### src/rtl/core/assert_macros.svh
// Assertion macros shared by the RTL core.
// Needs i_clk and i_rst_n in the scope of each use.
`ifndef ASSERT_MACROS_SVH
`define ASSERT_MACROS_SVH

// Property must hold at every rising edge outside reset.
`define ASSERT_CLK(lbl, prop, msg) \
    lbl: assert property (@(posedge i_clk) disable iff (!i_rst_n) (prop)) else $error(msg);

// Condition must never be true outside reset.
`define ASSERT_NEVER(lbl, cond, msg) \
    lbl: assert property (@(posedge i_clk) disable iff (!i_rst_n) !(cond)) else $error(msg);

`endif

### src/rtl/core/atos_pkg.sv
// Shared types and constants of the trimmed order statistics core.
// No dependencies.
`default_nettype none

package atos_pkg;

    localparam int SAMPLE_W        = 12;
    localparam int SCALE_W         = 16;
    localparam int UV_W            = 28;
    localparam int CFG_CNT_W       = 5;
    localparam int CFG_ADDR_W      = 1;
    localparam int CFG_DATA_W      = 16;
    localparam int IN_TDATA_W      = 16;
    localparam int MAX_SAMPLES_DEF = 16;
    localparam int MIN_SAMPLES     = 5;

    // register indexes
    localparam logic [CFG_ADDR_W-1:0] REG_SAMPLE_COUNT = 1'b0;
    localparam logic [CFG_ADDR_W-1:0] REG_SCALE        = 1'b1;

    localparam logic [CFG_CNT_W-1:0] SAMPLE_COUNT_RST = 5'd10;
    localparam logic [SCALE_W-1:0]   SCALE_RST        = 16'd806;

    // sorted positions of the trimmed statistics
    localparam int LO_POS   = 2;
    localparam int TRIM_TOP = 3;

    typedef struct packed {
        logic [SAMPLE_W-1:0] hi;
        logic [SAMPLE_W-1:0] mid;
        logic [SAMPLE_W-1:0] lo;
    } t_stats;

    // first member is the MSB: lo lands in the lowest bits
    typedef struct packed {
        logic [UV_W-1:0]     max_uv;
        logic [UV_W-1:0]     mid_uv;
        logic [UV_W-1:0]     min_uv;
        logic [SAMPLE_W-1:0] trimmed_max;
        logic [SAMPLE_W-1:0] middle;
        logic [SAMPLE_W-1:0] trimmed_min;
    } t_result;

    localparam int OUT_TDATA_W = $bits(t_result);

    typedef struct packed {
        logic                ins;    // insert x this cycle
        logic                shift;  // move every value one cell down
        logic [SAMPLE_W-1:0] x;      // sample being inserted
    } t_cell_ctl;

endpackage

`default_nettype wire

### src/rtl/core/atos_cell.sv
// One cell of the insertion chain: holds one sorted sample.
// Depends on atos_pkg.
`default_nettype none

module atos_cell #(
    parameter int IDX = 0,
    parameter int LW  = 5
) (
    input  wire logic                          i_clk,
    input  wire atos_pkg::t_cell_ctl           i_ctl,
    input  wire logic [LW-1:0]                 i_count,
    input  wire logic [atos_pkg::SAMPLE_W-1:0] i_left_val,
    input  wire logic                          i_left_gt,
    input  wire logic [atos_pkg::SAMPLE_W-1:0] i_right_val,
    output logic      [atos_pkg::SAMPLE_W-1:0] o_val,
    output logic                               o_gt
);

    localparam logic [LW-1:0] IDX_V = LW'(IDX);

    logic [atos_pkg::SAMPLE_W-1:0] r_val;
    logic [atos_pkg::SAMPLE_W-1:0] n_val;
    logic                          w_occ;
    logic                          w_end;

    // first empty cell acts as +infinity
    always_comb begin
        w_occ = IDX_V < i_count;
        w_end = IDX_V == i_count;
        o_gt  = (w_occ && (r_val > i_ctl.x)) || w_end;
        n_val = r_val;
        if (i_ctl.ins && o_gt) begin
            n_val = i_left_gt ? i_left_val : i_ctl.x;
        end else if (i_ctl.shift) begin
            n_val = i_right_val;
        end
    end

    always_ff @(posedge i_clk) begin
        r_val <= n_val;
    end

    assign o_val = r_val;

endmodule

`default_nettype wire

### src/rtl/core/atos_scale.sv
// Output register stage: the three statistics and their microvolt products.
// Depends on atos_pkg.
`default_nettype none

module atos_scale (
    input  wire logic                         i_clk,
    input  wire logic                         i_load,
    input  wire atos_pkg::t_stats             i_stats,
    input  wire logic [atos_pkg::SCALE_W-1:0] i_scale,
    output atos_pkg::t_result                 o_result
);

    localparam int UV_W = atos_pkg::UV_W;

    atos_pkg::t_result r_result;

    always_ff @(posedge i_clk) begin
        if (i_load) begin
            r_result.trimmed_min <= i_stats.lo;
            r_result.middle      <= i_stats.mid;
            r_result.trimmed_max <= i_stats.hi;
            r_result.min_uv      <= UV_W'(i_stats.lo)  * UV_W'(i_scale);
            r_result.mid_uv      <= UV_W'(i_stats.mid) * UV_W'(i_scale);
            r_result.max_uv      <= UV_W'(i_stats.hi)  * UV_W'(i_scale);
        end
    end

    assign o_result = r_result;

endmodule

`default_nettype wire

### src/rtl/core/adc_burst_trimmed_order_stats_core.sv
// Trimmed order statistics core. Takes one sample request per cycle while collecting.
// After the last sample of a burst, the chain drains past cell 0 and the product step
// then loads the output register, so the result request turns valid and input reopens
// in the same cycle. The product step waits only while the previous result request is
// still pending. Sync active-low reset: burst empty, no result pending, 10 samples and
// 806 uV/count.
`default_nettype none

module adc_burst_trimmed_order_stats_core #(
    parameter int MAX_SAMPLES = atos_pkg::MAX_SAMPLES_DEF
) (
    input  wire logic                             i_clk,
    input  wire logic                             i_rst_n,
    // config write port
    input  wire logic                             i_cfg_we,
    input  wire logic [atos_pkg::CFG_ADDR_W-1:0]  i_cfg_addr,
    input  wire logic [atos_pkg::CFG_DATA_W-1:0]  i_cfg_wdata,
    // sample stream
    input  wire logic                             i_s_axis_tvalid,
    output logic                                  o_s_axis_tready,
    input  wire logic [atos_pkg::IN_TDATA_W-1:0]  i_s_axis_tdata,  // [11:0] sample
    // result stream
    output logic                                  o_m_axis_tvalid,
    input  wire logic                             i_m_axis_tready,
    // [11:0] trimmed_min, [23:12] middle, [35:24] trimmed_max,
    // [63:36] min_uv, [91:64] mid_uv, [119:92] max_uv
    output logic      [atos_pkg::OUT_TDATA_W-1:0] o_m_axis_tdata
);

`include "assert_macros.svh"

    localparam int SW = atos_pkg::SAMPLE_W;
    localparam int LW = $clog2(MAX_SAMPLES + 1);
    // width wide enough for both the 5-bit register and the length range
    localparam int CW = (LW > atos_pkg::CFG_CNT_W) ? LW : atos_pkg::CFG_CNT_W;

    localparam logic [CW-1:0] MIN_LEN  = CW'(atos_pkg::MIN_SAMPLES);
    localparam logic [CW-1:0] MAX_LEN  = CW'(MAX_SAMPLES);
    localparam logic [LW-1:0] LO_POS   = LW'(atos_pkg::LO_POS);
    localparam logic [LW-1:0] TRIM_TOP = LW'(atos_pkg::TRIM_TOP);

    // control states
    localparam logic [1:0] ST_COLLECT = 2'd0;  // sorting incoming samples
    localparam logic [1:0] ST_DRAIN   = 2'd1;  // shifting chain past cell 0
    localparam logic [1:0] ST_MUL     = 2'd2;  // scaling, waits for a free output register

    // configuration
    logic [atos_pkg::CFG_CNT_W-1:0] r_sample_count;
    logic [atos_pkg::SCALE_W-1:0]   r_scale;

    // control
    logic [1:0]    r_state, n_state;
    logic [LW-1:0] r_count, n_count;   // samples in the chain
    logic [LW-1:0] r_len,   n_len;     // burst length latched at its end
    logic [LW-1:0] r_step,  n_step;    // drain position now in cell 0
    logic          r_out_valid, n_out_valid;  // result request pending

    // captured statistics
    atos_pkg::t_stats r_stats;

    atos_pkg::t_cell_ctl w_ctl;
    atos_pkg::t_result   w_result;

    logic [SW-1:0] w_val [MAX_SAMPLES];
    logic          w_gt  [MAX_SAMPLES];

    logic          w_in_acc;
    logic [CW-1:0] w_cnt_ext;
    logic [CW-1:0] w_burst_len;
    logic [LW-1:0] w_taken;
    logic          w_burst_end;
    logic [LW-1:0] w_mid_pos;
    logic [LW-1:0] w_hi_pos;
    logic          w_cap_lo, w_cap_mid, w_cap_hi;
    logic          w_load;

    //--------------------------------------------------------------------------
    // Configuration writes
    //--------------------------------------------------------------------------
    always_ff @(posedge i_clk) begin
        if (!i_rst_n) begin
            r_sample_count <= atos_pkg::SAMPLE_COUNT_RST;
            r_scale        <= atos_pkg::SCALE_RST;
        end else if (i_cfg_we) begin
            case (i_cfg_addr)
                atos_pkg::REG_SAMPLE_COUNT: begin
                    r_sample_count <= i_cfg_wdata[atos_pkg::CFG_CNT_W-1:0];
                end
                atos_pkg::REG_SCALE: begin
                    r_scale <= i_cfg_wdata[atos_pkg::SCALE_W-1:0];
                end
                default: begin
                end
            endcase
        end
    end

    //--------------------------------------------------------------------------
    // Burst control
    //--------------------------------------------------------------------------
    always_comb begin
        w_in_acc  = i_s_axis_tvalid && o_s_axis_tready;

        // burst length: register clamped to MIN..MAX
        w_cnt_ext = CW'(r_sample_count);
        if (w_cnt_ext < MIN_LEN) begin
            w_burst_len = MIN_LEN;
        end else if (w_cnt_ext > MAX_LEN) begin
            w_burst_len = MAX_LEN;
        end else begin
            w_burst_len = w_cnt_ext;
        end

        // a lowered length mid-burst ends the burst on the next sample
        w_taken     = r_count + LW'(1);
        w_burst_end = CW'(w_taken) >= w_burst_len;

        // (L-4)/2+2 reduces to L/2 for L >= 4
        w_mid_pos = r_len >> 1;
        w_hi_pos  = r_len - TRIM_TOP;

        w_cap_lo  = (r_state == ST_DRAIN) && (r_step == LO_POS);
        w_cap_mid = (r_state == ST_DRAIN) && (r_step == w_mid_pos);
        w_cap_hi  = (r_state == ST_DRAIN) && (r_step == w_hi_pos);

        // output register is free when empty or being taken this cycle
        w_load = (r_state == ST_MUL) && (!r_out_valid || i_m_axis_tready);

        w_ctl.ins   = w_in_acc;
        w_ctl.shift = (r_state == ST_DRAIN) && !w_cap_hi;
        w_ctl.x     = i_s_axis_tdata[SW-1:0];

        n_out_valid = r_out_valid;
        if (w_load) begin
            n_out_valid = 1'b1;
        end else if (i_m_axis_tready) begin
            n_out_valid = 1'b0;
        end

        n_state = r_state;
        n_count = r_count;
        n_len   = r_len;
        n_step  = r_step;
        case (r_state)
            ST_COLLECT: begin
                if (w_in_acc) begin
                    if (w_burst_end) begin
                        n_state = ST_DRAIN;
                        n_count = '0;
                        n_len   = w_taken;
                        n_step  = '0;
                    end else begin
                        n_count = w_taken;
                    end
                end
            end
            ST_DRAIN: begin
                if (w_cap_hi) begin
                    n_state = ST_MUL;
                end else begin
                    n_step = r_step + LW'(1);
                end
            end
            ST_MUL: begin
                if (w_load) begin
                    n_state = ST_COLLECT;
                end
            end
            default: begin
                n_state = ST_COLLECT;
            end
        endcase
    end

    always_ff @(posedge i_clk) begin
        if (!i_rst_n) begin
            r_state     <= ST_COLLECT;
            r_count     <= '0;
            r_len       <= '0;
            r_step      <= '0;
            r_out_valid <= 1'b0;
        end else begin
            r_state     <= n_state;
            r_count     <= n_count;
            r_len       <= n_len;
            r_step      <= n_step;
            r_out_valid <= n_out_valid;
        end
    end

    // cell 0 holds the sorted entry at r_step while draining
    always_ff @(posedge i_clk) begin
        if (w_cap_lo) begin
            r_stats.lo <= w_val[0];
        end
        if (w_cap_mid) begin
            r_stats.mid <= w_val[0];
        end
        if (w_cap_hi) begin
            r_stats.hi <= w_val[0];
        end
    end

    //--------------------------------------------------------------------------
    // Insertion chain: ascending order from cell 0
    //--------------------------------------------------------------------------
    for (genvar g = 0; g < MAX_SAMPLES; g++) begin : g_cell
        logic [SW-1:0] w_left_val;
        logic          w_left_gt;
        logic [SW-1:0] w_right_val;

        if (g == 0) begin : g_first
            assign w_left_val = w_ctl.x;
            assign w_left_gt  = 1'b0;
        end else begin : g_inner
            assign w_left_val = w_val[g-1];
            assign w_left_gt  = w_gt[g-1];
        end

        if (g == MAX_SAMPLES - 1) begin : g_last
            assign w_right_val = w_val[g];
        end else begin : g_mid
            assign w_right_val = w_val[g+1];
        end

        atos_cell #(
            .IDX (g),
            .LW  (LW)
        ) u_cell (
            .i_clk       (i_clk),
            .i_ctl       (w_ctl),
            .i_count     (r_count),
            .i_left_val  (w_left_val),
            .i_left_gt   (w_left_gt),
            .i_right_val (w_right_val),
            .o_val       (w_val[g]),
            .o_gt        (w_gt[g])
        );
    end

    //--------------------------------------------------------------------------
    // Scaling and output register
    //--------------------------------------------------------------------------
    atos_scale u_scale (
        .i_clk    (i_clk),
        .i_load   (w_load),
        .i_stats  (r_stats),
        .i_scale  (r_scale),
        .o_result (w_result)
    );

    assign o_s_axis_tready = (r_state == ST_COLLECT);
    assign o_m_axis_tvalid = r_out_valid;
    assign o_m_axis_tdata  = w_result;

    //--------------------------------------------------------------------------
    // Assertions
    //--------------------------------------------------------------------------
    `ASSERT_NEVER(a_count_range, r_count >= LW'(MAX_SAMPLES), "count beyond chain depth")
    `ASSERT_CLK(a_end_drains, (w_in_acc && w_burst_end) |=> (r_state == ST_DRAIN), "no drain")
    `ASSERT_CLK(a_hold, (o_m_axis_tvalid && !i_m_axis_tready) |=> (o_m_axis_tvalid && $stable(o_m_axis_tdata)), "pending result changed")
    `ASSERT_CLK(a_reopen, w_load |=> o_s_axis_tready, "input not reopened after product step")

endmodule

`default_nettype wire
### config.mk
export PLATFORM = sky130hd
export DESIGN_NAME = adc_burst_trimmed_order_stats_core
export DESIGN_NICKNAME = d
export VERILOG_FILES = /design/src/rtl/core/atos_pkg.sv /design/src/rtl/core/atos_cell.sv /design/src/rtl/core/atos_scale.sv /design/src/rtl/core/adc_burst_trimmed_order_stats_core.sv
export VERILOG_INCLUDE_DIRS = /design/src /design/src/rtl/core
export SDC_FILE = /design/constraint.sdc
export NUM_CORES = 2
export LEC_CHECK = 0
export ABC_AREA = 1
export BUFFER_PORTS_ARGS = -buffer_cell sky130_fd_sc_hd__buf_2
export CAP_MARGIN = 20
export CELL_PAD_IN_SITES_DETAIL_PLACEMENT = 0
export CELL_PAD_IN_SITES_GLOBAL_PLACEMENT = 1
export CORE_ASPECT_RATIO = 1.25
export CORE_MARGIN = 3
export CORE_UTILIZATION = 30
export DETAILED_ROUTE_END_ITERATION = 8
export GPL_ROUTABILITY_DRIVEN = 0
export PLACE_DENSITY = 0.55
export SETUP_SLACK_MARGIN = 0.2
export SLEW_MARGIN = 5
export SYNTH_ARGS = -nofsm -noshare
export SYNTH_HDL_FRONTEND = slang
export SYNTH_HIERARCHICAL = 1
export SYNTH_SLANG_ARGS = --single-unit
export TNS_END_PERCENT = 5
### constraint.sdc
create_clock -name i_clk -period 12.1 [get_ports i_clk]
set_clock_uncertainty 0.1 [all_clocks]
set_input_delay 1.815 -clock i_clk [delete_from_list [all_inputs] [get_ports i_clk]]
set_output_delay 1.815 -clock i_clk [all_outputs]
set_load 0.05 [all_outputs]
# == Yosys cells after proc, flatten, opt, wreduce, memory -nomap -nowiden ==
# Cells that the tools add are included.
# totals
reg_bits,387
in_bits,38
out_inout_bits,122
word_cells,240
# op_classes
n_addsub,3
mul,3
magnitude_cmp,35
n_eq_ne,25
muxes,59
bitwise_logic,1
reduce_logical,82
# op_table
operator,count
$mux 12,45
$gt 12x12->1,16
$mul 12x16->28,3
$eq 4x5->1 const A,8
$lt 4x5->1 const A,8
$logic_and 1x1->1,38
$reduce_bool 2->1,17
$mux 5,6
$eq 3x5->1 const A,4
$lt 3x5->1 const A,4
$logic_or 1x1->1,17
$add 5x1->5 const B,2
$eq 2x5->1 const A,2
$lt 1x5->1 const A,2
$lt 2x5->1 const A,2
$pmux 5 s2,1
$mux 2,4
$reduce_and 4->1,2
$ne 2x1->1 const B,3
$pmux 2 s3,1
$reduce_and 2->1,3
$eq 1x5->1 const A,1
$eq 5x2->1 const B,1
$eq 5x4->1,1
14 further kinds,17

# == Depth between registers and ports, before layout ==
# logic_depth
depth_word,7
depth_mapped,24
mapped_depth_nobuf,22

# == Cells and area by module ==
# The synthesis kept the hierarchy.
# modules_own_cells
module,instances,cells_per_inst,area_each_um2,seq_area_each_um2
atos_scale,1,3178,24227.0,3603.5
atos_cell at g_cell[12].u_cell ...,3,147,1056.0,360.3
adc_burst_trimmed_order_stats_core,1,322,3119.2,1861.8
atos_cell at g_cell[15].u_cell ...,2,145,1049.8,360.3
atos_cell at g_cell[10].u_cell,1,147,1122.3,360.3
atos_cell at g_cell[9].u_cell,1,147,1117.3,360.3
atos_cell at g_cell[8].u_cell,1,145,1113.6,360.3
atos_cell at g_cell[3].u_cell,1,144,1067.3,360.3
atos_cell at g_cell[14].u_cell,1,145,1066.0,360.3
atos_cell at g_cell[13].u_cell,1,145,1057.3,360.3
atos_cell at g_cell[5].u_cell,1,147,1057.3,360.3
atos_cell at g_cell[6].u_cell,1,143,1057.3,360.3
atos_cell at g_cell[11].u_cell,1,146,1056.0,360.3
atos_cell at g_cell[1].u_cell,1,146,1052.3,360.3
atos_cell at g_cell[0].u_cell,1,141,1051.0,360.3

# == Worst setup path before layout ==
# Ideal clock, no wire load.
# synth_path
path_kind,in2reg
start,input port i_m_axis_tready
end,"register u_scale.r_result (netlist bit u_scale/o_result[0]), enable pin"
t_arrival_ns,9.963
required_time_ns,11.253
slack_ns,1.291
path_stages,2
path_buffers,0
cell_sequence,nor2_1 nor3_1
# synth_via
elab_chain_cells,2
# synth_lines
item,line,source
"start, declared",adc_burst_trimmed_order_stats_core.sv:24,"input wire logic i_m_axis_tready,"
$logic_or 1x1->1,adc_burst_trimmed_order_stats_core.sv:127,w_load = (r_state == ST_MUL) && (!r_out_valid || i_m_axis_tready);
$logic_and 1x1->1,adc_burst_trimmed_order_stats_core.sv:127,
"end, declared",atos_scale.sv:15,atos_pkg::t_result r_result;
# Every way passes these cells.
# A chain may end at the register's enable or synchronous reset.

# == Worst setup path after layout ==
# layout_path
start,register r_stats[3] (netlist name)
end,register u_scale.r_result (netlist bit u_scale/o_result[51]) (data pin)
# layout_via
elab_chain_cells,1
# layout_lines
item,line,source
"start, declared",adc_burst_trimmed_order_stats_core.sv:59,atos_pkg::t_stats r_stats;
$mul 12x16->28,atos_scale.sv:22,r_result.min_uv <= UV_W'(i_stats.lo) * UV_W'(i_scale);
# Every way passes these cells.

==> summary.md <==
| Metric | Value |
|---|---|
| Status | finished clean |
| Simple-gate share of the synthesized area | approximately a quarter |
| Mux cell area share after synthesis | 0.4055% |
| PD cells | ~160 nW/um2 |
| CP max-delay cell | edfxtp_1 |
| IO Count | 160 |
| Synth warn | 6 |
| Slew Viols, Final | 0 |
| Crit share post-route | roughly 45% |
| Post-CTS sizing | 0 |
| Worst-Skew Late Latency | just under 0.7 ns |
| Post-synthesis xor/xnor area fraction | less than 1% |
| Synth Instances | about 6000 |
| Hold crit path type | reg -> reg |
| Iter 0 DRT Violations | roughly 1600 |
| # port buffers | 155 |
| ANT nets after route | 0 |
| Share of layout cells above drive strength 1 | 9.139% |
| Setup TNS | 0 ns |
| Max Fclk | about 0.18 GHz |
| Worst vdd ir | between 0.1 and 0.15 mV |
| Crit-path cells | nand2_1 -> fa_1 -> fa_1 -> fa_1 -> inv_1 -> fa_1 -> inv_1 -> fa_1 -> inv_1 -> ha_1 -> nand2_2 -> nor2_2 -> nand3_1 -> nand2_2 -> nand2_1 -> nand2_1 -> xor2_1 |
| #FFs+latches synth | slightly below 400 |
| FF-to-FF setup slack | about 6.6 ns |
| Post-synthesis cell type count | 50 |
| DRC Markers | 0 |
| CTS root buf | clkbuf_16 |
| CP startpoint kind | flop |
| Core Footprint | between 100000 and 150000 um2 |
| Largest net degree at the start of global routing | 121 |
| Worst r2r src | r_stats[3] |
| H-tree Lvls | 2 |
| Nets | 6700 |
| Worst hold path stage count | 2 |
| Ys flop type | edfxtp_1 |
| Max-slew headroom | 33.52% |
| Initial Util | ~30% |
| Number of buffers created by CTS | between 50 and 60 |
| Final instance area | just under 50000 um2 |
| Min-delay src | r_scale[1] |
| Largest family of logic cells by synthesized area | adder cells |
| Drt pass-1 iters | 5 |
| Path depth of the worst reg2reg path | 17 |
| CTS sink cnt | 387 |
| Crit Path Max Fanout | 17 |
| Area after DPL | around 47000 um2 |
| Crit path time final | about 5.5 ns |
| Final HPWL DP | 97800 um |
| Reg2reg end | u_scale/o_result[51] |
| Critical Path RT | 12.48 ns |
| Crit-path max cell delay | just under 0.9 ns |
| Die area | 152800 um2 |
| Area share of fa/ha/maj cells after synthesis | between 30% and 40% |
| Cell Rows | around 160 |
| Setup CP Type | reg -> reg |
| Total track usage | approximately 17% |
| Initial antenna violation count | 4 |
| Via-per-instance ratio | around 4.5 |
| Leakage power total | 0.02592 uW |
| Post-synth EDFFs | 348 |
| WL/cell | approximately 16 um |
| Final wirelength | between 100000 and 150000 um |
| Vias in the first global route | 36970 |
| GRT overflow | 0 |
| CTS Buffer Depth | 3 |
| Post-synthesis sequential area ratio | 25.28% |
| Final hold violation count | 0 |
| Setup bufs post-CTS | 0 |
| Vias | 34840 |
| Post-synth ARST share | 0% |
| CTS tree | done |
| First-pass GRT wire length | between 200000 and 250000 um |
| Critical path endpoint category | flop |
| Worst-Margin Slew | about 1 ns |
| Most used cell, CP | fa_1 |
| Synthesized area per cell | ~7.6 um2 |
| Die Ht | roughly 440 um |
| Worst setup path startpoint | r_stats[3] |
| Hold EP | r_scale[1] |
| RSZ-0062 raised after global routing | false |
| Clock transition at path regs | 0.06 ns |
| Synth Area in Compound Gates | under 10% |
| Final setup vio count | 0 |
| Layout area overhead | 8.969% |
| CP Data Arrival Time | 5.87 ns |
| Post-Syn Area | approximately 44000 um2 |
| Max_cap viols | 0 |
| Cts-stage hold buffer count | 0 |
| Die Wd | roughly 350 um |
==> flip-flops by register name, summed over array words and instances, names as in the netlist <==
name,cells
o_m_axis_tvalid,1
g_cell.u_cell/o_val,192
r_count,5
r_len,5
u_scale/o_result,120
r_sample_count,5
r_state,2
r_scale,16
r_stats,36
r_step,5
==> placed cells by master (no fill, tap or decap), drive strengths merged, types with 3 or more instances in the layout <==
cell         n
clkinvlp     3
buf        182
xor2        36
nand3b       6
dfxtp       39
fa         420
inv       1365
bufinv       3
nor2       210
conb         5
diode        3
or2          5
nor3        16
xnor2       11
nand2     2051
a21o        17
a21oi      104
mux2        16
ha         399
edfxtp     348
nand4       44
clkbuf      63
o21ai      201
nand3      306
clkinv      25
==> layout make-up <==
| cell class | count | area [um2] |
|---|---|---|
| fillers | 15890 | 98320 |
| clock inverters | 35 | 299.0 |
| clock buffers | 63 | 1364 |
| well taps | 1908 | 2387 |
| repair buffers | 182 | 991.0 |
| inverters | 1361 | 5121 |
| diodes | 3 | 7.507 |
| multi-input cells | 3859 | 27010 |
| flip-flops and latches | 387 | 11230 |
==> synth_stat cells, drive strengths merged (17+ instances only) <==
| cell | count | share of area (%) |
|---|---|---|
| ha | 399 | 11 |
| nand4 | 44 | 0.62 |
| fa | 420 | 19 |
| o21ai | 201 | 2.3 |
| nand2 | 2051 | 19 |
| inv | 1360 | 12 |
| edfxtp | 348 | 24 |
| buf | 48 | 0.97 |
| clkbuf | 176 | 1.5 |
| nand3 | 306 | 3.6 |
| a21oi | 104 | 1.2 |
| dfxtp | 39 | 1.8 |
| a21o | 17 | 0.29 |
| nor2 | 210 | 2.1 |
| xor2 | 36 | 0.71 |
==> worst max path at each step <==
stage                           endpoint  slack [ns]  cells past startpoint
floorplan            u_scale/o_result[0]        1.29                      2
global placement    u_scale/o_result[51]        6.55                     17
detailed placement  u_scale/o_result[51]        6.53                     17
CTS                 u_scale/o_result[51]        6.53                     17
global route        u_scale/o_result[58]        6.24                     17
finish              u_scale/o_result[51]        6.61                     17
==> metrics by stage <==
step	hold slack, ns	std cells	setup WS (ns)	utilization [%]	power [uW]
6_report	0.3628	7798	6.605	32.99	7868
5_1_grt	0.3835	7795	6.239	32.99	8756
4_1_cts	0.3656	7795	6.528	32.99	8099
3_5_place_dp	0.3489	7697	6.533	31.86	6464
3_3_place_gp	0.3548	7697	6.553	31.86	6474
2_1_floorplan	0.3244	5831	1.291	-	5121
==> routing by layer <==
layer / part of all wire (%) / up-vias / GRT usage (%) / wire length, um
li1: - / 17570 / - / -
met1: 43 / 16680 / 21.02 / 55660
met2: 51 / 455 / 31.38 / 65500
met3: 3.5 / 141 / 2.216 / 4493
met4: 2.2 / 2 / 4.037 / 2861
met5: 0.010 / - / 0 / 13
==> report_power, final <==
group          internal (uW)  switching [uW]  total [uW]
clock                    873             681        1550
sequential              1730             103        1830
combinational           1500            2980        4490
==> logic make-up after synthesis <==
logic type / after synthesis
AO/OA/AOI/OAI: 328
multiplexers: 16
AND/OR/NAND/NOR: 2644
adder cells (fa/ha/maj): 819
flip-flops: 387
XOR/XNOR: 47
other: 1
buffers and inverters: 1585
==> worst max-delay path, delay by kind of cell (launching register included) <==
| kind | cells | cell delay, ns |
|---|---|---|
| xor+xnor | 1 | 0.26 |
| fa+ha+maj | 6 | 3.02 |
| buf+inv | 3 | 0.17 |
| flops | 1 | 0.89 |
| simple gates | 7 | 0.85 |
No activity file was read; power rests on OpenSTA's default activity.
